--- config.mk ---
export PLATFORM = sky130hd
export DESIGN_NAME = lru_key_value_cache_unit
export DESIGN_NICKNAME = d
export VERILOG_FILES = /design/src/rtl/lkv_pkg.sv /design/src/rtl/lkv_cell.sv /design/src/rtl/lru_key_value_cache_unit.sv
export SDC_FILE = /design/constraint.sdc
export NUM_CORES = 1
export LEC_CHECK = 0
export BUFFER_PORTS_ARGS = -buffer_cell sky130_fd_sc_hd__buf_2
export CORE_MARGIN = 4
export CORE_UTILIZATION = 45
export DETAILED_ROUTE_END_ITERATION = 7
export PLACE_DENSITY_LB_ADDON = 0.15
export SYNTH_ARGS = -nofsm -noshare
export SYNTH_HDL_FRONTEND = slang
export SYNTH_HIERARCHICAL = 1
export SYNTH_SLANG_ARGS = --single-unit
--- constraint.sdc ---
create_clock -name clk -period 8.05 [get_ports clk]
set_input_delay 0.805 -clock clk [delete_from_list [all_inputs] [get_ports clk]]
set_output_delay 0.805 -clock clk [all_outputs]
set_load 0.005 [all_outputs]
--- src/rtl/lkv_pkg.sv ---
// Shared types and constants for the LRU key/value cache.
// No dependencies; used by every file in rtl/.
`default_nettype none

package lkv_pkg;

  localparam int ENTRIES_DEF    = 16;
  localparam int KEY_W          = 32;
  localparam int VAL_W          = 32;
  localparam int ACTIVE_W       = 5;
  localparam logic [ACTIVE_W-1:0] ACTIVE_RESET = 5'd16;

  typedef enum logic {
    OP_LOOKUP = 1'b0,
    OP_WRITE  = 1'b1
  } opcode_t;

  typedef struct packed {
    logic signed [KEY_W-1:0] key;
    logic signed [VAL_W-1:0] value;
  } lkv_entry_t;

  // Broadcast from the top level to every cell in the update cycle.
  typedef struct packed {
    logic go;     // apply the request this cycle
    logic hit;    // key found in some cell
    logic write;  // request is a write
    logic fill;   // room left below the active capacity
  } lkv_ctl_t;

endpackage

`default_nettype wire

--- src/rtl/lkv_cell.sv ---
// One recency position of the LRU chain: holds an entry and its valid bit.
// Depends on lkv_pkg. Cell 0 is most recent; a shift pulls from the lower neighbor.
`default_nettype none

module lkv_cell (
  input  wire logic                             clk,
  input  wire logic                             rst,
  input  wire lkv_pkg::lkv_ctl_t                ctl,
  input  wire logic signed [lkv_pkg::KEY_W-1:0] req_key,
  input  wire lkv_pkg::lkv_entry_t              prev_entry,
  input  wire logic                             prev_valid,
  input  wire logic                             seen_in,
  input  wire logic signed [lkv_pkg::VAL_W-1:0] acc_in,
  output lkv_pkg::lkv_entry_t                   entry,
  output logic                                  valid,
  output logic                                  seen_out,
  output logic signed [lkv_pkg::VAL_W-1:0]      acc_out
);

  logic match;
  logic shift;

  assign match    = valid && (entry.key == req_key);
  assign seen_out = seen_in | match;
  assign acc_out  = acc_in | (match ? entry.value : '0);

  // On a hit, every cell up to and including the hit position moves down one.
  // On a write miss, valid cells move down (the last one drops out when full).
  always_comb begin
    if (ctl.hit) begin
      shift = ctl.go && !seen_in;
    end else begin
      shift = ctl.go && ctl.write && (ctl.fill ? prev_valid : valid);
    end
  end

  always_ff @(posedge clk) begin
    if (rst) begin
      valid <= 1'b0;
    end else if (shift) begin
      valid <= prev_valid;
    end
  end

  always_ff @(posedge clk) begin
    if (shift) begin
      entry <= prev_entry;
    end
  end

endmodule

`default_nettype wire

--- src/rtl/lru_key_value_cache_unit.sv ---
// Top level of the LRU key/value cache: request/result handshakes, capacity
// register and the chain of lkv_cell recency cells. Depends on lkv_pkg, lkv_cell.
//
// Usage:
//   Request channel: in_valid/in_stall with opcode, key, value. opcode is a
//   lookup or a write. A request is taken when in_valid is high and in_stall low.
//   Result channel: out_valid/out_stall with hit and read_value. hit tells if
//   the key was present before the request; read_value carries the stored
//   value on a lookup hit and zero otherwise.
//   Config: cfg_wen writes cfg_wdata into the capacity register (0 acts as 1,
//   values above ENTRIES act as ENTRIES). Write it only while idle.
//   Timing: one request at a time. A request is registered, then compared
//   against all cells and applied, and its result lands in the output register.
//   The next request is taken only once the current one has been applied.
//   Each request is handled by a single compare-and-shift pass over the cell chain.
//   If the result is stalled, the pending request waits in the update stage and
//   in_stall stays high until the output register frees up.
//   Reset: all entries invalid, capacity ENTRIES_DEF, no result pending.
`default_nettype none

module lru_key_value_cache_unit #(
  parameter int ENTRIES = lkv_pkg::ENTRIES_DEF
) (
  input  wire logic                                clk,
  input  wire logic                                rst,
  input  wire logic                                in_valid,
  output logic                                     in_stall,
  input  wire logic                                opcode,
  input  wire logic signed [lkv_pkg::KEY_W-1:0]    key,
  input  wire logic signed [lkv_pkg::VAL_W-1:0]    value,
  output logic                                     out_valid,
  input  wire logic                                out_stall,
  output logic                                     hit,
  output logic signed [lkv_pkg::VAL_W-1:0]         read_value,
  input  wire logic                                cfg_wen,
  input  wire logic [lkv_pkg::ACTIVE_W-1:0]        cfg_wdata
);

  localparam int CNT_W = $clog2(ENTRIES + 1);
  localparam int CMP_W = (CNT_W > lkv_pkg::ACTIVE_W) ? CNT_W : lkv_pkg::ACTIVE_W;

  logic [lkv_pkg::ACTIVE_W-1:0]         active_entries;
  logic [CNT_W-1:0]                     filled_count;
  logic                                 busy;
  lkv_pkg::opcode_t                     req_op;
  logic signed [lkv_pkg::KEY_W-1:0]     req_key;
  logic signed [lkv_pkg::VAL_W-1:0]     req_value;

  logic [CMP_W-1:0]                     cap;
  logic [CMP_W-1:0]                     active_ext;
  logic                                 out_free;
  lkv_pkg::lkv_ctl_t                    ctl;

  lkv_pkg::lkv_entry_t                  link   [0:ENTRIES];
  logic                                 vlink  [0:ENTRIES];
  logic                                 seen   [0:ENTRIES];
  logic signed [lkv_pkg::VAL_W-1:0]     acc    [0:ENTRIES];

  assign in_stall = busy;
  assign out_free = !out_valid || !out_stall;

  assign active_ext = CMP_W'(active_entries);

  always_comb begin
    if (active_entries == '0) begin
      cap = CMP_W'(1);
    end else if (active_ext > CMP_W'(ENTRIES)) begin
      cap = CMP_W'(ENTRIES);
    end else begin
      cap = active_ext;
    end
  end

  assign ctl.go    = busy && out_free;
  assign ctl.hit   = seen[ENTRIES];
  assign ctl.write = (req_op == lkv_pkg::OP_WRITE);
  assign ctl.fill  = CMP_W'(filled_count) < cap;

  // New most-recent entry enters at the head of the chain.
  assign link[0].key   = req_key;
  assign link[0].value = (ctl.hit && !ctl.write) ? acc[ENTRIES] : req_value;
  assign vlink[0]      = 1'b1;
  assign seen[0]       = 1'b0;
  assign acc[0]        = '0;

  for (genvar i = 0; i < ENTRIES; i++) begin : g_cell
    lkv_cell u_cell (
      .clk        (clk),
      .rst        (rst),
      .ctl        (ctl),
      .req_key    (req_key),
      .prev_entry (link[i]),
      .prev_valid (vlink[i]),
      .seen_in    (seen[i]),
      .acc_in     (acc[i]),
      .entry      (link[i+1]),
      .valid      (vlink[i+1]),
      .seen_out   (seen[i+1]),
      .acc_out    (acc[i+1])
    );
  end

  always_ff @(posedge clk) begin
    if (rst) begin
      active_entries <= lkv_pkg::ACTIVE_RESET;
    end else if (cfg_wen) begin
      active_entries <= cfg_wdata;
    end
  end

  always_ff @(posedge clk) begin
    if (rst) begin
      busy         <= 1'b0;
      out_valid    <= 1'b0;
      filled_count <= '0;
    end else begin
      if (in_valid && !in_stall) begin
        busy <= 1'b1;
      end else if (ctl.go) begin
        busy <= 1'b0;
      end

      if (ctl.go) begin
        out_valid <= 1'b1;
      end else if (!out_stall) begin
        out_valid <= 1'b0;
      end

      if (ctl.go && ctl.write && !ctl.hit && ctl.fill) begin
        filled_count <= filled_count + CNT_W'(1);
      end
    end
  end

  always_ff @(posedge clk) begin
    if (in_valid && !in_stall) begin
      req_op    <= lkv_pkg::opcode_t'(opcode);
      req_key   <= key;
      req_value <= value;
    end
  end

  always_ff @(posedge clk) begin
    if (ctl.go) begin
      hit        <= ctl.hit;
      read_value <= ctl.write ? '0 : acc[ENTRIES];
    end
  end

endmodule

`default_nettype wire

After elaboration in Yosys (flattened, before gate mapping)

Index checks and enable logic that the tools add are counted.

Output and inout port bits: 35
Flip-flop bits (word level): 1,150

Order comparisons: 2
Mux-type cells: 55
Reduce and logical (&&, ||, !) cells: 76
$add $sub $neg: 1
Eq/ne operators: 17
Bitwise gates (word level): 30

Operator list:

| cell                                                                     | number |
|---|---|
| 32-bit two-way mux                                                       | 17 |
| 32-bit == test                                                           | 16 |
| 32-bit OR                                                                | 15 |
| 1-bit logical AND                                                        | 53 |
| 1-bit two-way mux                                                        | 36 |
| 1-bit logical NOT                                                        | 20 |
| 1-bit OR                                                                 | 15 |
| 5-bit two-way mux                                                        | 2 |
| 5-bit by 1-bit adder with 5-bit output (second input constant)           | 1 |
| 5-bit greater-than comparator (second input constant)                    | 1 |
| 5-bit logical NOT                                                        | 1 |
| 5-bit less-than comparator                                               | 1 |
| 2-bit by 1-bit inequality test with 1-bit output (second input constant) | 1 |
| 2-bit nonzero test                                                       | 1 |
| 1-bit logical OR                                                         | 1 |

Logic depth before layout (Yosys ltp)

Word-level depth: 20
Mapped depth: 40
Mapped depth without buffers: 38

Modules after synthesis

Netlist, hierarchy kept.

By module, submodules not included:

| module                   | cells an instance | seq. area each (sq um) | area each (sq um) | times used |
|---|---|---|---|---|
| lkv_cell                 | 229               | 1,941.9                | 3,233.1           | 16 |
| lru_key_value_cache_unit | 248               | 3,183.1                | 4,226.6           | 1 |

Worst setup path after synthesis

No wires, ideal clock.

Kind: reg2reg
Start point: reg req_key[15] (netlist bit)
End point: reg g_cell[0].u_cell/entry[0] (netlist bit), enable pin
Data arrival time: 6,529 ps
Path buffers: 2
Stages on the path, launching flop included: 38
Path slack: 1,092 ps
Period minus slack after synthesis: 6,958 ps
Cells stage by stage: edfxtp_1 > o211ai_1 > or4_1 > buf_6 > buf_8 > o31ai_1 > inv_1 > o31ai_1 > inv_1 > o31ai_1 > inv_1 > o31ai_1 > inv_1 > o31ai_1 > inv_1 > o31ai_1 > inv_1 > o31ai_1 > (+2 left out) > inv_1 > o31ai_1 > inv_1 > o31ai_1 > inv_1 > o31ai_1 > inv_1 > o31ai_1 > inv_1 > o31ai_1 > inv_1 > o31ai_1 > inv_1 > o31ai_1 > inv_1 > o31ai_1 > o2bb2ai_1 > and2_1

RTL lines:

| item                   | RTL line                        | text |
|---|---|---|
| from (decl)            | lru_key_value_cache_unit.sv:46  | `logic signed [lkv_pkg::KEY_W-1:0] req_key;` |
| from (signal assigned) | lru_key_value_cache_unit.sv:138 | `req_key <= key;` |
| to (signal assigned)   | lkv_cell.sv:47                  | `entry <= prev_entry;` |
| to (decl)              | lkv_cell.sv:14                  | `output lkv_pkg::lkv_entry_t entry,` |

==> impl_metrics.env <==
export IMPL_status="completed"
export IMPL_use_met1_pct=35.8
export IMPL_drt_iter0_markers=3183
export IMPL_max_cap_viol_count=0
export IMPL_drcViolationCount=0
export IMPL_syn_mean_instance_area_um2=14.3
export IMPL_met2_usage_pct=36.3
export IMPL_h_tree_depth=3
export IMPL_cp_end_kind="flop"
export IMPL_fin_setup_tns_ns=0
export IMPL_clock_root_buffer="clkbuf_16"
export IMPL_gr_total_overflow=0
export IMPL_cts_buffers=121
export IMPL_power_mw=13.3
export IMPL_setup_viol=0
export IMPL_clk_latency_ns=0.74
export IMPL_tritoncts="yes"
export IMPL_grt_pass1_wl_um=233000
export IMPL_netlist_top_cells_area="edfxtp_1, o41ai_2, xor2_1, inv_1, nand2_1"
export IMPL_period_minus_slack_ns=6.95
export IMPL_die_w_um=361
export IMPL_hold_class="in -> reg"
export IMPL_nNetsFinal=4168
export IMPL_tightest_slew_ns=1.35
export IMPL_die_h_um=361
export IMPL_crit_fanout=41
export IMPL_cts_resized_gates=0
export IMPL_synth_warnings=6
export IMPL_routed_wl_um=159000
export IMPL_stdcell_area_um2=62400
export IMPL_cts_buffer_depth=3
export IMPL_criticalPathCategory="reg -> reg"
export IMPL_postPlaceCellArea_um2=58400
export IMPL_hold_viol=0
export IMPL_met3_usage_pct=4.57
export IMPL_core_um2=124000
export IMPL_startpoint_type="flop"
export IMPL_row_count=129
export IMPL_routedWlPerCell_um=27.2
export IMPL_ios=110
export IMPL_rsz0062_at_grt="no"
export IMPL_multi_input_area_um2=18500
export IMPL_cts_setup_buffers=0
export IMPL_synthCells=3912
export IMPL_slew_viol_final=0
export IMPL_fmax_mhz=144
export IMPL_path_clk_slew_ns=0.06
export IMPL_yosysTopAreaCellShare_pct=60.2
export IMPL_initial_utilization_pct=45.3
export IMPL_pre_cts_slack_ns=1.16
export IMPL_leakage_nw=22.1
export IMPL_drtPass1Iterations=5
export IMPL_grtUsageTotal_pct=24.1
export IMPL_regArea_um2=34300
export IMPL_synth_top_area_cell="edfxtp_1"
export IMPL_area_delta_synth_final_pct=11.4
export IMPL_max_slew_margin_pct=9.29
export IMPL_num_fill_cells=10659
export IMPL_crit_slowest_cell="edfxtp_1"
export IMPL_finalWeightedCongestion=0.848
export IMPL_port_buffers=109
export IMPL_vdd_drop_max_uv=196
export IMPL_top_usage_layer="met2"
export IMPL_synth_seq_area_share_pct=61.2
export IMPL_grt_pass1_vias=32732
export IMPL_vias=33206
export IMPL_dp_hpwl_um=109000
export IMPL_cpPeakStageDelay_ns=0.99
export IMPL_drive_above_1_share_pct=24.5
export IMPL_grt_max_degree=71
export IMPL_die_area_um2=130000
export IMPL_cts_hold_buf=0
export IMPL_p_per_area_nw_per_um2=213
export IMPL_crit_required_ns=8.46
export IMPL_fin_skew_ns=0.0279
export IMPL_fin_crit_sh_pct=86.3
export IMPL_ant_nets=0
export IMPL_clock_sinks=1150
export IMPL_netlist_area_um2=56000
export IMPL_grt_antenna_before_repair=12
export IMPL_via_per_inst=5.70
export IMPL_arrival_ns=7.36
export IMPL_yosys_cell_types_count=44
export IMPL_synth_seq_cells=1150
export IMPL_timing_final_ws_setup_ns=1.10
## flip-flops by register name, indices dropped and copies added, names as in the netlist, 5 cells and up
signal,cells
req_key,32
req_value,32
read_value,32
g_cell.u_cell/valid,16
filled_count,5
g_cell.u_cell/entry,1024
active_entries,5
## metal layers
layer  up-vias  share of wire, %
li1      14695                 -
met1     17143                46
met2      1169                44
met3       199               7.7
met4         0               2.4
met5         -                 0
## layout make-up
cell class / count / area share [%]
Tap cell: 1637 / 3.28
Clock buffer: 143 / 5.06
Multi-Input combinational cell: 2032 / 29.6
Clock inverter: 80 / 1.20
Sequential cell: 1150 / 54.9
Inverter: 546 / 3.29
Timing Repair Buffer: 237 / 2.60
Antenna cell: 2 / 0.00803
## layout by cell type (no fill, tap or decap), types with 36 or more instances in the layout
cell type / count
nand2_1: 520
nand4_1: 49
o41ai_2: 450
clkbuf_16: 123
xnor2_1: 80
edfxtp_1: 1122
inv_1: 546
nor2b_1: 36
buf_4: 119
buf_2: 109
nor4_1: 58
xor2_1: 416
## cell usage after synthesis, drive strengths merged
| master | count |
|---|---|
| edfxtp | 1122 |
| inv | 546 |
| nand2 | 537 |
| o41ai | 512 |
| xor2 | 416 |
| buf | 164 |
| xnor2 | 80 |
| nor4 | 64 |
| clkbuf | 53 |
| nand4 | 49 |
| mux2 | 36 |
| nor2b | 36 |
| nand3 | 35 |
| dfxtp | 28 |
| nor2 | 27 |
| a21oi | 21 |
| mux2i | 21 |
| nor3 | 18 |
| nand2b | 17 |
| o211ai | 17 |
| a2111oi | 16 |
| a21bo | 16 |
| and2 | 16 |
| o2bb2ai | 16 |
| o31ai | 16 |
| or4 | 16 |
| ha | 5 |
| a211oi | 4 |
| and2b | 2 |
| and3 | 2 |
| conb | 2 |
| a21boi | 1 |
| o21ai | 1 |
## power by group
part	total, mW	internal, mW	switching [mW]
Sequential	6.82	6.70	0.116
Combinational	0.909	0.333	0.576
Clock	5.58	3.17	2.41
## stage by stage
stage / hold slack (ns) / cells / utilization (%)
after floorplan: 0.426 / 3945 / -
after global placement: 0.428 / 5602 / 47.3
after detailed placement: 0.431 / 5602 / 47.3
after CTS: 0.190 / 5825 / 50.4
after global routing: 0.214 / 5825 / 50.4
final: 0.252 / 5827 / 50.4
## worst max-delay path: cells and delay by family (launching register included)
kind / cells / cell delay, ns
buf+inv: 17 / 2.23
xor+xnor: 1 / 0.14
compound gates: 17 / 1.86
simple gates: 3 / 1.37
flops: 1 / 0.99
## logic make-up (layout without fill, tap and decap cells)
logic type | Yosys count | in the layout | synth area share [%]
other cells | 2 | 37 | 0.0134
buf+inv | 763 | 1006 | 6.43
simple gates | 819 | 819 | 6.56
compound gates | 620 | 620 | 16.8
mux | 57 | 57 | 1.10
fa+ha+maj | 5 | 5 | 0.112
flops | 1150 | 1150 | 61.2
xor+xnor | 496 | 496 | 7.76
## worst paths after layout
check	from	to	slack, ns	cells after the start
worst max-delay path	req_key[5]	g_cell[1].u_cell/entry[44]	1.10	38
worst min-delay path	value[16]	req_value[16]	0.25	1
worst max register to register	req_key[5]	g_cell[1].u_cell/entry[44]	1.10	38
worst min register to register	g_cell[8].u_cell/entry[6]	g_cell[9].u_cell/entry[6]	0.43	0
Note: power is estimated with default switching activity, not from simulation.
